<file path="src/sv/scke_pkg.sv">
package scke_pkg;

	localparam int NUM_BINS = 26;
	localparam int BIN_W = 5;
	localparam logic [BIN_W-1:0] LAST_BIN = BIN_W'(NUM_BINS - 1);

	localparam int MAX_LEN_DEFAULT = 65535;

	// scale of the observed count so that it lines up with tenths of a percent
	localparam int OBS_SCALE = 1000;

	localparam int CHAR_W = 8;
	localparam logic [CHAR_W-1:0] UPPER_A = 8'd65;
	localparam logic [CHAR_W-1:0] UPPER_Z = 8'd90;
	localparam logic [CHAR_W-1:0] LOWER_A = 8'd97;
	localparam logic [CHAR_W-1:0] LOWER_Z = 8'd122;

	localparam int E_W = 8;
	localparam int SCORE_W = 57;
	localparam logic [SCORE_W-1:0] SCORE_MAX = {SCORE_W{1'b1}};
	localparam int TOTAL_W = 16;
	localparam logic [TOTAL_W-1:0] TOTAL_MAX = {TOTAL_W{1'b1}};

	// quotient bits resolved per divider cycle
	localparam int DIV_RADIX_BITS = 4;

	// expected letter frequency A..Z in tenths of a percent
	localparam logic [E_W-1:0] EXPECTED_TENTHS [NUM_BINS] = '{
		8'd139, 8'd10, 8'd44, 8'd54, 8'd122, 8'd10, 8'd12, 8'd8, 8'd69, 8'd4,
		8'd1, 8'd28, 8'd42, 8'd53, 8'd108, 8'd29, 8'd9, 8'd69, 8'd79, 8'd49,
		8'd40, 8'd13, 8'd0, 8'd3, 8'd0, 8'd4
	};

	function automatic logic [E_W-1:0] expected_tenths(input logic [BIN_W-1:0] l);
		return EXPECTED_TENTHS[l];
	endfunction

	typedef struct packed {
		logic [CHAR_W-1:0] char_code;
		logic              last;
	} item_t;

	typedef struct packed {
		logic [BIN_W-1:0]   best_key;
		logic [SCORE_W-1:0] best_score;
		logic [TOTAL_W-1:0] letter_total;
		logic               overflow;
	} result_t;

	typedef struct packed {
		logic             count_en;
		logic             score_start;
		logic             load;
		logic             diff;
		logic             sqr;
		logic             div_start;
		logic             acc;
		logic             shift_end;
		logic             finish;
		logic [BIN_W-1:0] l;
		logic [BIN_W-1:0] k;
	} cmd_t;

	typedef struct packed {
		logic div_done;
		logic out_busy;
	} sts_t;

endpackage

</file>
<file path="src/sv/scke_div.sv">
module scke_div #(
	parameter int DVD_W = 52,
	parameter int DVS_W = scke_pkg::E_W
) (
	input  logic             clk,
	input  logic             arst_n,
	input  logic             start,
	input  logic [DVD_W-1:0] dividend,
	input  logic [DVS_W-1:0] divisor,
	output logic             done,
	output logic [DVD_W-1:0] quotient
);

	localparam int R = scke_pkg::DIV_RADIX_BITS;
	localparam int STEPS = (DVD_W + R - 1) / R;
	localparam int PAD_W = STEPS * R;
	localparam int STEP_CNT_W = $clog2(STEPS + 1);

	logic [PAD_W-1:0]      shreg_q;
	logic [DVS_W-1:0]      rem_q;
	logic [STEP_CNT_W-1:0] cnt_q;
	logic                  done_q;
	logic [PAD_W-1:0]      shreg_nx;
	logic [DVS_W-1:0]      rem_nx;

	// restoring division, R quotient bits per cycle; the register holds the
	// remaining dividend bits on top and collects quotient bits at the bottom
	always_comb begin
		logic [DVS_W:0]   trial;
		logic [DVS_W-1:0] r;
		logic [PAD_W-1:0] s;
		logic             qb;
		r = rem_q;
		s = shreg_q;
		for (int j = 0; j < R; j++) begin
			trial = {r, s[PAD_W-1]};
			if (trial >= {1'b0, divisor}) begin
				trial = trial - {1'b0, divisor};
				qb = 1'b1;
			end else begin
				qb = 1'b0;
			end
			r = trial[DVS_W-1:0];
			s = {s[PAD_W-2:0], qb};
		end
		rem_nx = r;
		shreg_nx = s;
	end

	always_ff @(posedge clk or negedge arst_n) begin
		if (!arst_n) begin
			cnt_q <= '0;
			done_q <= 1'b0;
		end else begin
			done_q <= 1'b0;
			if (start) begin
				cnt_q <= STEP_CNT_W'(STEPS);
			end else if (cnt_q != '0) begin
				cnt_q <= cnt_q - 1'b1;
				if (cnt_q == STEP_CNT_W'(1)) begin
					done_q <= 1'b1;
				end
			end
		end
	end

	always_ff @(posedge clk) begin
		if (start) begin
			shreg_q <= PAD_W'(dividend);
			rem_q <= '0;
		end else if (cnt_q != '0) begin
			shreg_q <= shreg_nx;
			rem_q <= rem_nx;
		end
	end

	assign done = done_q;
	assign quotient = shreg_q[DVD_W-1:0];

`ifndef SYNTH
	a_start_when_free: assert property (@(posedge clk) disable iff (!arst_n)
		start |-> cnt_q == '0)
		else $error("divider started while busy");
	a_done_pulse: assert property (@(posedge clk) disable iff (!arst_n)
		done_q |=> !done_q)
		else $error("divider done held longer than one cycle");
	a_done_idle: assert property (@(posedge clk) disable iff (!arst_n)
		done_q |-> cnt_q == '0)
		else $error("divider done while steps remain");
`endif

endmodule

</file>
<file path="src/sv/scke_dp.sv">
module scke_dp #(
	parameter int MAX_LEN = scke_pkg::MAX_LEN_DEFAULT
) (
	input  logic                clk,
	input  logic                arst_n,
	input  scke_pkg::item_t     item,
	input  scke_pkg::cmd_t      cmd,
	output scke_pkg::sts_t      sts,
	output logic                result_valid,
	input  logic                result_ready,
	output scke_pkg::result_t   result
);

	localparam int CNT_W = $clog2(MAX_LEN + 1);
	localparam int DIFF_W = $clog2(scke_pkg::OBS_SCALE * MAX_LEN + 1);
	localparam int SQ_W = 2 * DIFF_W;
	localparam int ACC_W = ((SQ_W > scke_pkg::SCORE_W) ? SQ_W : scke_pkg::SCORE_W) + 1;
	localparam int XT_W = (CNT_W > scke_pkg::TOTAL_W) ? CNT_W : scke_pkg::TOTAL_W;

	logic [CNT_W-1:0]            counts_q [scke_pkg::NUM_BINS];
	logic [CNT_W-1:0]            total_q;
	logic                        sat_q;
	logic [DIFF_W-1:0]           obs_q;
	logic [DIFF_W-1:0]           expv_q;
	logic [DIFF_W-1:0]           diff_q;
	logic [SQ_W-1:0]             sq_q;
	logic [scke_pkg::E_W-1:0]    e_q;
	logic [scke_pkg::SCORE_W-1:0] sum_q;
	logic [scke_pkg::SCORE_W-1:0] best_q;
	logic [scke_pkg::BIN_W-1:0]  best_key_q;
	logic                        out_valid_q;
	scke_pkg::result_t           result_q;

	logic                        is_upper;
	logic                        is_lower;
	logic [scke_pkg::CHAR_W-1:0] char_off;
	logic [scke_pkg::BIN_W-1:0]  bin;
	logic                        at_max;
	logic                        count_hit;
	logic [scke_pkg::BIN_W:0]    rot;
	logic [scke_pkg::BIN_W-1:0]  rd_idx;
	logic [CNT_W-1:0]            rd_cnt;
	logic [scke_pkg::E_W-1:0]    e_cur;
	logic [ACC_W-1:0]            acc_sum;
	logic [XT_W-1:0]             total_ext;
	logic [scke_pkg::TOTAL_W-1:0] total_clamped;
	logic                        div_done;
	logic [SQ_W-1:0]             quot;

	// case-fold the byte into a bin
	assign is_upper = (item.char_code >= scke_pkg::UPPER_A) && (item.char_code <= scke_pkg::UPPER_Z);
	assign is_lower = (item.char_code >= scke_pkg::LOWER_A) && (item.char_code <= scke_pkg::LOWER_Z);
	assign char_off = is_upper ? (item.char_code - scke_pkg::UPPER_A)
	                           : (item.char_code - scke_pkg::LOWER_A);
	assign bin = char_off[scke_pkg::BIN_W-1:0];
	assign at_max = (total_q == CNT_W'(MAX_LEN));
	assign count_hit = cmd.count_en && (is_upper || is_lower) && !at_max;

	// bin (l + k) mod 26
	assign rot = {1'b0, cmd.l} + {1'b0, cmd.k};
	assign rd_idx = (rot >= (scke_pkg::BIN_W + 1)'(scke_pkg::NUM_BINS))
		? scke_pkg::BIN_W'(rot - (scke_pkg::BIN_W + 1)'(scke_pkg::NUM_BINS))
		: rot[scke_pkg::BIN_W-1:0];
	assign rd_cnt = counts_q[rd_idx];
	assign e_cur = scke_pkg::expected_tenths(cmd.l);

	assign acc_sum = ACC_W'(sum_q) + ACC_W'(quot);

	assign total_ext = XT_W'(total_q);
	assign total_clamped = (total_ext > XT_W'(scke_pkg::TOTAL_MAX))
		? scke_pkg::TOTAL_MAX : total_ext[scke_pkg::TOTAL_W-1:0];

	scke_div #(
		.DVD_W (SQ_W),
		.DVS_W (scke_pkg::E_W)
	) u_div (
		.clk      (clk),
		.arst_n   (arst_n),
		.start    (cmd.div_start),
		.dividend (sq_q),
		.divisor  (e_q),
		.done     (div_done),
		.quotient (quot)
	);

	always_ff @(posedge clk or negedge arst_n) begin
		if (!arst_n) begin
			for (int i = 0; i < scke_pkg::NUM_BINS; i++) begin
				counts_q[i] <= '0;
			end
			total_q <= '0;
			sat_q <= 1'b0;
			out_valid_q <= 1'b0;
		end else begin
			if (result_ready) begin
				out_valid_q <= 1'b0;
			end
			if (cmd.finish) begin
				for (int i = 0; i < scke_pkg::NUM_BINS; i++) begin
					counts_q[i] <= '0;
				end
				total_q <= '0;
				sat_q <= 1'b0;
				out_valid_q <= 1'b1;
			end else if (cmd.count_en && (is_upper || is_lower)) begin
				if (at_max) begin
					// drop the letter
					sat_q <= 1'b1;
				end else begin
					total_q <= total_q + 1'b1;
				end
				for (int i = 0; i < scke_pkg::NUM_BINS; i++) begin
					if (count_hit && bin == scke_pkg::BIN_W'(i)) begin
						counts_q[i] <= counts_q[i] + 1'b1;
					end
				end
			end
		end
	end

	always_ff @(posedge clk) begin
		if (cmd.load) begin
			obs_q <= DIFF_W'(rd_cnt) * DIFF_W'(scke_pkg::OBS_SCALE);
			expv_q <= DIFF_W'(e_cur) * DIFF_W'(total_q);
			e_q <= e_cur;
		end
		if (cmd.diff) begin
			diff_q <= (obs_q >= expv_q) ? (obs_q - expv_q) : (expv_q - obs_q);
		end
		if (cmd.sqr) begin
			sq_q <= SQ_W'(diff_q) * SQ_W'(diff_q);
		end
		if (cmd.score_start || cmd.shift_end) begin
			sum_q <= '0;
		end else if (cmd.acc) begin
			sum_q <= (acc_sum > ACC_W'(scke_pkg::SCORE_MAX))
				? scke_pkg::SCORE_MAX : acc_sum[scke_pkg::SCORE_W-1:0];
		end
		// keep the lowest shift on ties
		if (cmd.shift_end && (cmd.k == '0 || sum_q < best_q)) begin
			best_q <= sum_q;
			best_key_q <= cmd.k;
		end
		if (cmd.finish) begin
			result_q.best_key <= best_key_q;
			result_q.best_score <= best_q;
			result_q.letter_total <= total_clamped;
			result_q.overflow <= sat_q;
		end
	end

	assign sts.div_done = div_done;
	assign sts.out_busy = out_valid_q && !result_ready;
	assign result_valid = out_valid_q;
	assign result = result_q;

`ifndef SYNTH
	a_total_bound: assert property (@(posedge clk) disable iff (!arst_n)
		total_q <= CNT_W'(MAX_LEN))
		else $error("letter total above saturation limit");
	a_finish_clears: assert property (@(posedge clk) disable iff (!arst_n)
		cmd.finish |=> (total_q == '0) && !sat_q && result_valid)
		else $error("histogram not cleared or result not posted after scoring");
	a_finish_slot_free: assert property (@(posedge clk) disable iff (!arst_n)
		cmd.finish |-> !(out_valid_q && !result_ready))
		else $error("result overwritten before it was taken");
	a_key_range: assert property (@(posedge clk) disable iff (!arst_n)
		result_valid |-> result.best_key <= scke_pkg::LAST_BIN)
		else $error("best key out of range");
`endif

endmodule

</file>
<file path="src/sv/scke_ctrl.sv">
module scke_ctrl (
	input  logic           clk,
	input  logic           arst_n,
	input  logic           item_valid,
	input  logic           item_last,
	output logic           item_ready,
	input  scke_pkg::sts_t sts,
	output scke_pkg::cmd_t cmd
);

	typedef enum logic [3:0] {
		S_IDLE,
		S_LOAD,
		S_DIFF,
		S_SQR,
		S_DIV_GO,
		S_DIV_WAIT,
		S_ACC,
		S_SHIFT_END,
		S_FINISH
	} state_t;

	state_t                     state_q;
	logic [scke_pkg::BIN_W-1:0] l_q;
	logic [scke_pkg::BIN_W-1:0] k_q;
	logic                       weight_zero;

	assign weight_zero = (scke_pkg::expected_tenths(l_q) == '0);
	assign item_ready = (state_q == S_IDLE);

	always_comb begin
		cmd = '0;
		cmd.l = l_q;
		cmd.k = k_q;
		cmd.count_en = (state_q == S_IDLE) && item_valid;
		cmd.score_start = (state_q == S_IDLE) && item_valid && item_last;
		cmd.load = (state_q == S_LOAD) && !weight_zero;
		cmd.diff = (state_q == S_DIFF);
		cmd.sqr = (state_q == S_SQR);
		cmd.div_start = (state_q == S_DIV_GO);
		cmd.acc = (state_q == S_ACC);
		cmd.shift_end = (state_q == S_SHIFT_END);
		cmd.finish = (state_q == S_FINISH) && !sts.out_busy;
	end

	always_ff @(posedge clk or negedge arst_n) begin
		if (!arst_n) begin
			state_q <= S_IDLE;
			l_q <= '0;
			k_q <= '0;
		end else begin
			unique case (state_q)
				S_IDLE: begin
					if (item_valid && item_last) begin
						l_q <= '0;
						k_q <= '0;
						state_q <= S_LOAD;
					end
				end
				S_LOAD: begin
					// skip letters with no expected weight
					if (!weight_zero) begin
						state_q <= S_DIFF;
					end else if (l_q == scke_pkg::LAST_BIN) begin
						state_q <= S_SHIFT_END;
					end else begin
						l_q <= l_q + 1'b1;
					end
				end
				S_DIFF: state_q <= S_SQR;
				S_SQR: state_q <= S_DIV_GO;
				S_DIV_GO: state_q <= S_DIV_WAIT;
				S_DIV_WAIT: begin
					if (sts.div_done) begin
						state_q <= S_ACC;
					end
				end
				S_ACC: begin
					if (l_q == scke_pkg::LAST_BIN) begin
						state_q <= S_SHIFT_END;
					end else begin
						l_q <= l_q + 1'b1;
						state_q <= S_LOAD;
					end
				end
				S_SHIFT_END: begin
					if (k_q == scke_pkg::LAST_BIN) begin
						state_q <= S_FINISH;
					end else begin
						k_q <= k_q + 1'b1;
						l_q <= '0;
						state_q <= S_LOAD;
					end
				end
				S_FINISH: begin
					// hold until the result register is free
					if (!sts.out_busy) begin
						state_q <= S_IDLE;
					end
				end
				default: state_q <= S_IDLE;
			endcase
		end
	end

endmodule

</file>
<file path="src/sv/shift_cipher_key_estimator.sv">
// Shift-cipher key estimator. Bytes of a message arrive one per transaction
// and are taken one per clock cycle while no scoring pass is running; letters
// A-Z and a-z are counted into a 26-bin histogram, everything else is dropped,
// and letters past MAX_LEN are dropped with the overflow flag set. The
// transaction marked last is counted too and then starts the scoring pass: for
// each shift 0..25 the 24 letters with a nonzero expected frequency each go
// through count lookup, difference, square and an iterative divider that resolves
// 4 quotient bits per cycle in STEPS = ceil(2*ceil(log2(1000*MAX_LEN+1))/4) steps
// (13 at the default MAX_LEN). The input stays closed for the whole scoring
// pass, plus any wait for the previous result to be taken. The result carries
// the lowest-shift minimum score, letter total and overflow; the histogram is
// cleared when it is posted, and input reopens while the result waits in its
// output register.
module shift_cipher_key_estimator #(
	parameter int MAX_LEN = scke_pkg::MAX_LEN_DEFAULT
) (
	input  logic              clk,
	input  logic              arst_n,
	input  logic              item_valid,
	output logic              item_ready,
	input  scke_pkg::item_t   item,
	output logic              result_valid,
	input  logic              result_ready,
	output scke_pkg::result_t result
);

	scke_pkg::cmd_t cmd;
	scke_pkg::sts_t sts;

	scke_ctrl u_ctrl (
		.clk        (clk),
		.arst_n     (arst_n),
		.item_valid (item_valid),
		.item_last  (item.last),
		.item_ready (item_ready),
		.sts        (sts),
		.cmd        (cmd)
	);

	scke_dp #(
		.MAX_LEN (MAX_LEN)
	) u_dp (
		.clk          (clk),
		.arst_n       (arst_n),
		.item         (item),
		.cmd          (cmd),
		.sts          (sts),
		.result_valid (result_valid),
		.result_ready (result_ready),
		.result       (result)
	);

endmodule

</file>
<file path="config.mk">
export PLATFORM = sky130hd
export DESIGN_NAME = shift_cipher_key_estimator
export DESIGN_NICKNAME = d
export VERILOG_FILES = /design/src/sv/scke_pkg.sv /design/src/sv/scke_div.sv /design/src/sv/scke_dp.sv /design/src/sv/scke_ctrl.sv /design/src/sv/shift_cipher_key_estimator.sv
export SDC_FILE = /design/constraint.sdc
export NUM_CORES = 2
export LEC_CHECK = 0
export BUFFER_PORTS_ARGS = -buffer_cell sky130_fd_sc_hd__buf_2
export CAP_MARGIN = 25
export CELL_PAD_IN_SITES_DETAIL_PLACEMENT = 1
export CELL_PAD_IN_SITES_GLOBAL_PLACEMENT = 1
export CORE_ASPECT_RATIO = 1.2
export CORE_UTILIZATION = 32
export CTS_BUF_LIST = sky130_fd_sc_hd__clkbuf_2 sky130_fd_sc_hd__clkbuf_4 sky130_fd_sc_hd__clkbuf_8
export DETAILED_ROUTE_END_ITERATION = 7
export HOLD_SLACK_MARGIN = 0.08
export PLACE_DENSITY_LB_ADDON = 0.2
export RECOVER_POWER = 50
export REMOVE_ABC_BUFFERS = 1
export SLEW_MARGIN = 20
export SYNTH_ARGS = -nofsm -noshare
export SYNTH_HDL_FRONTEND = slang
export SYNTH_SLANG_ARGS = --single-unit
</file>
<file path="constraint.sdc">
create_clock -name clk -period 26.2 [get_ports clk]
set_input_delay 7.86 -clock clk [delete_from_list [all_inputs] [get_ports clk]]
set_output_delay 7.86 -clock clk [all_outputs]
set_load 0.05 [all_outputs]
</file>
==> key figures <==
Run status
  – Status: finished, violations left
  – Failing checks: max-capacitance violations, max-slew violations

Clocking
  – Clk buf depth: 3
  – Worst-skew pair later-pin latency: 0.95 ns
  – Post-CTS Hold Fix Bufs: 0
  – Root Buffer: clkbuf_8
  – CTS tree: built
  – Cts repair resizes: 0
  – Number of CTS-inserted buffers: 159
  – CTS H-tree depth: 4
  – CTS sink count: between 800 and 900
  – Setup Fix Bufs, Post-CTS: 0
  – Clock Pin Slew Worst Setup and Hold Paths: roughly 0.060 ns

STA
  – Final period utilization: between 60% and 70%
  – Relative slew margins: -250%
  – TNS Setup: 0 ns
  – PnR worst setup slack: 10.01 ns
  – Final Skew: 0.0797 ns
  – RSZ-0062 raised after global routing: false
  – Fin crit period: between 15 and 20 ns
  – Slew Viols, Final: 788
  – Final hold violations: 0
  – Fmax: about 60 MHz
  – Final setup fails: 0
  – Worst Max-Slew Pin Slew: between 5 and 6 ns

Route
  – DRT Wirelength: 210000 um
  – DR vias: 52000
  – DR pass1 iterations: 5
  – Highest metal used: met5
  – Residual DRC: 0
  – Avg WL per Cell: 20.2 um
  – ANT nets after route: 0
  – Via/cell ratio: about 5.0
  – Routed metal-1 wirelength: 85200 um
  – Starting DRC count in detailed routing: 2097
  – DR WL met2: 113000 um
  – Met3 Wirelength: 5030 um

Finish
  – Util after Layout: 35.5%
  – Area grow syn2layout: 10.2%
  – Final Non-Filler Cells: 10400
  – Nets: 8503
  – Layout cells sized above 1: 8.02%

Setup path
  – Worst setup EP type: flop
  – Crit path DAT: between 15 and 20 ns
  – Setup Crit Path Kind: flop to flop
  – Reg2Reg Launch Point: u_ctrl.l_q[2]
  – Critical R2R Capture: u_dp.obs_q[25]
  – R2R cell count: 28
  – Req. time, crit path: 26.96 ns
  – Reg2Reg Setup Slack: approximately 10 ns
  – Delay-heaviest family, CP: buffers and inverters
  – CP peak stage delay: about 2.3 ns
  – Slowest-stage cell, CP: clkbuf_1
  – Critical path launch point type: flop
  – Most frequent CP cell: fa_1
  – Critical-path maximum fanout: 38
  – Worst Path Buf+Inv: 6

Synthesis
  – Yosys reg bits: 843
  – Synthesized cell area: 71300 sq um
  – Post-Synthesis Cells: 7239
  – Number of distinct library cells after synthesis: between 90 and 100
  – Async S/R FF share, synth: 53.7%
  – Syn Area/Cell: 9.85 sq um
  – Synth warnings: 0
  – Register area share after synthesis: approximately a third
  – EDFF count, synth: 325
  – Main synth FF type: dfrtp_1

Global routing
  – Vias in the first global route: 57500
  – Total gr overflow: 0
  – First-pass GRT wire length: 333000 um
  – Gr usage total: 19.0%
  – Initial antenna violation count: 8
  – Largest net degree at the start of global routing: 139

Placement
  – Placed insts: 10100
  – GP Congestion: 0.831
  – PortBufs: between 90 and 100
  – Worst slack, placed: 14.50 ns
  – DP Wirelength: roughly 160000 um

Flow run
  – Max Cap Viol: 19

Min path
  – Hold Crit Depth: 0
  – Hold crit path type: flop to flop
  – Min-Delay Endpoint: u_dp.result[74]
  – Hold Crit Start: u_dp.best_key_q[0]

Die
  – I/O pin cnt: 94
  – Initial core utilization: 32.2%
  – Chip width: 433 um
  – Die Y-Extent: 519 um
  – Core area: ~220000 sq um
  – Full die area: 225000 sq um
  – Num rows: 189
## cells in the final DEF (no fill, tap or decap), types with 101 or more instances in the layout
cell type / n
nand3_1: 213
nand4_1: 117
inv_1: 929
nor2_1: 581
xnor2_1: 190
edfxtp_1: 325
ha_1: 519
dfrtp_1: 453
a21oi_1: 336
a21o_1: 101
xor2_1: 326
o21ai_0: 268
clkbuf_8: 188
fa_1: 658
nand2_1: 749
and2_1: 255
## layer usage
| layer | GRT usage, % | up-vias |
|---|---|---|
| met1 | 22.2 | 26800 |
| met4 | 6.91 | 4 |
| met2 | 35.4 | 646 |
| met5 | 0 | - |
| met3 | 2.14 | 319 |
| li1 | - | 24300 |
## registers in the layout, indices dropped and copies added (netlist names)
| signal | count |
|---|---|
| u_dp.total_ext | 16 |
| u_ctrl.l_q | 5 |
| u_dp.sum_q | 57 |
| u_ctrl.state_q | 4 |
| u_dp.result | 79 |
| u_dp.result_valid | 1 |
| u_dp.u_div.quotient | 52 |
| u_dp.counts_q | 416 |
| u_dp.sq_q | 51 |
| u_ctrl.k_q | 5 |
| u_dp.obs_q | 23 |
| u_dp.diff_q | 26 |
| u_dp.u_div.cnt_q | 4 |
| u_dp.e_q | 8 |
| u_dp.sat_q | 1 |
| u_dp.best_q | 57 |
| u_dp.u_div.rem_q | 8 |
| u_dp.best_key_q | 5 |
| u_dp.u_div.done | 1 |
| u_dp.expv_q | 24 |
## cells in the mapped netlist (7+ instances only)
cell type	count	area [sq um]
and3_1	90	563
a221oi_1	9	78.8
nor4_1	9	56.3
nand4_1	117	732
and4_1	34	298
a21oi_1	337	1690
edfxtp_1	325	9760
o21ai_1	18	90.1
mux2_2	22	248
o21a_1	32	240
inv_1	931	3490
dfrtp_1	453	11300
o21ai_0	263	1320
o31ai_1	16	120
xor2_1	327	2860
a211oi_1	28	210
o21bai_1	26	195
buf_1	9	33.8
fa_1	658	13200
mux4_2	98	2210
buf_2	24	120
nor2_1	583	2190
o31a_1	11	96.3
nand3_1	213	1070
clkbuf_1	219	822
or4_1	7	52.6
dfxtp_1	65	1300
a31oi_1	23	144
or2_2	13	81.3
a21o_1	101	758
and2_1	264	1650
o211ai_1	22	165
xnor2_1	191	1670
nand2_1	750	2820
nor2b_1	52	325
ha_1	520	6510
or3_1	65	407
nand3b_1	8	60.1
nor3_1	82	410
nand2b_1	40	250
a21boi_0	8	60.1
mux2i_1	46	460
o22ai_1	11	68.8
## worst register-to-register path, delay by kind of cell (launching register included)
kind / cells / cell delay (ns)
XOR/XNOR: 1 / 0.75
adder cells (fa/ha/maj): 6 / 2.98
AND/OR/NAND/NOR: 5 / 1.25
multiplexers: 1 / 0.78
AO/OA/AOI/OAI: 9 / 2.92
buffers and inverters: 6 / 6.74
flip-flops: 1 / 0.59
## through the flow
stage | cell area [sq um] | hold slack (ns)
final | 78600 | 0.414
after global routing | 78600 | 0.429
after CTS | 78700 | 0.418
after detailed placement | 75200 | 0.408
after global placement | 75200 | 0.405
after floorplan | 70300 | 0.400
## final cells by class
class	instances	area [sq um]
inverters	934	3510
diodes	2	5.00
well taps	2960	3700
repair buffers	166	961
multi-input cells	5208	44500
flip-flops and latches	843	22400
fillers	25100	143000
clock inverters	60	593
clock buffers	232	2920
## cells by family (layout without fill, tap and decap cells)
logic type,after synthesis,after routing,synth area share (%)
AND/OR/NAND/NOR,2359,2359,15.8
AO/OA/AOI/OAI,987,987,8.45
adder cells (fa/ha/maj),1178,1178,27.6
buffers and inverters,1188,1392,6.31
multiplexers,166,166,4.09
other,0,2,0
flip-flops,843,843,31.4
XOR/XNOR,518,518,6.36
## worst max-delay path by stage
stage,from,end,slack (ns),cells after the start
global route,u_ctrl.l_q[2],u_dp.obs_q[25],8.55,29
floorplan,result_ready,u_dp.counts_q[317],7.06,8
finish,u_ctrl.l_q[2],u_dp.obs_q[25],10.01,28
global placement,result_ready,u_dp.result[44],14.58,8
detailed placement,result_ready,u_dp.result[44],14.50,8
CTS,u_ctrl.l_q[2],u_dp.obs_q[25],14.51,29
Power is not shown: default switching activity piles up to over one toggle a cycle in this logic, so the estimate is an artifact.
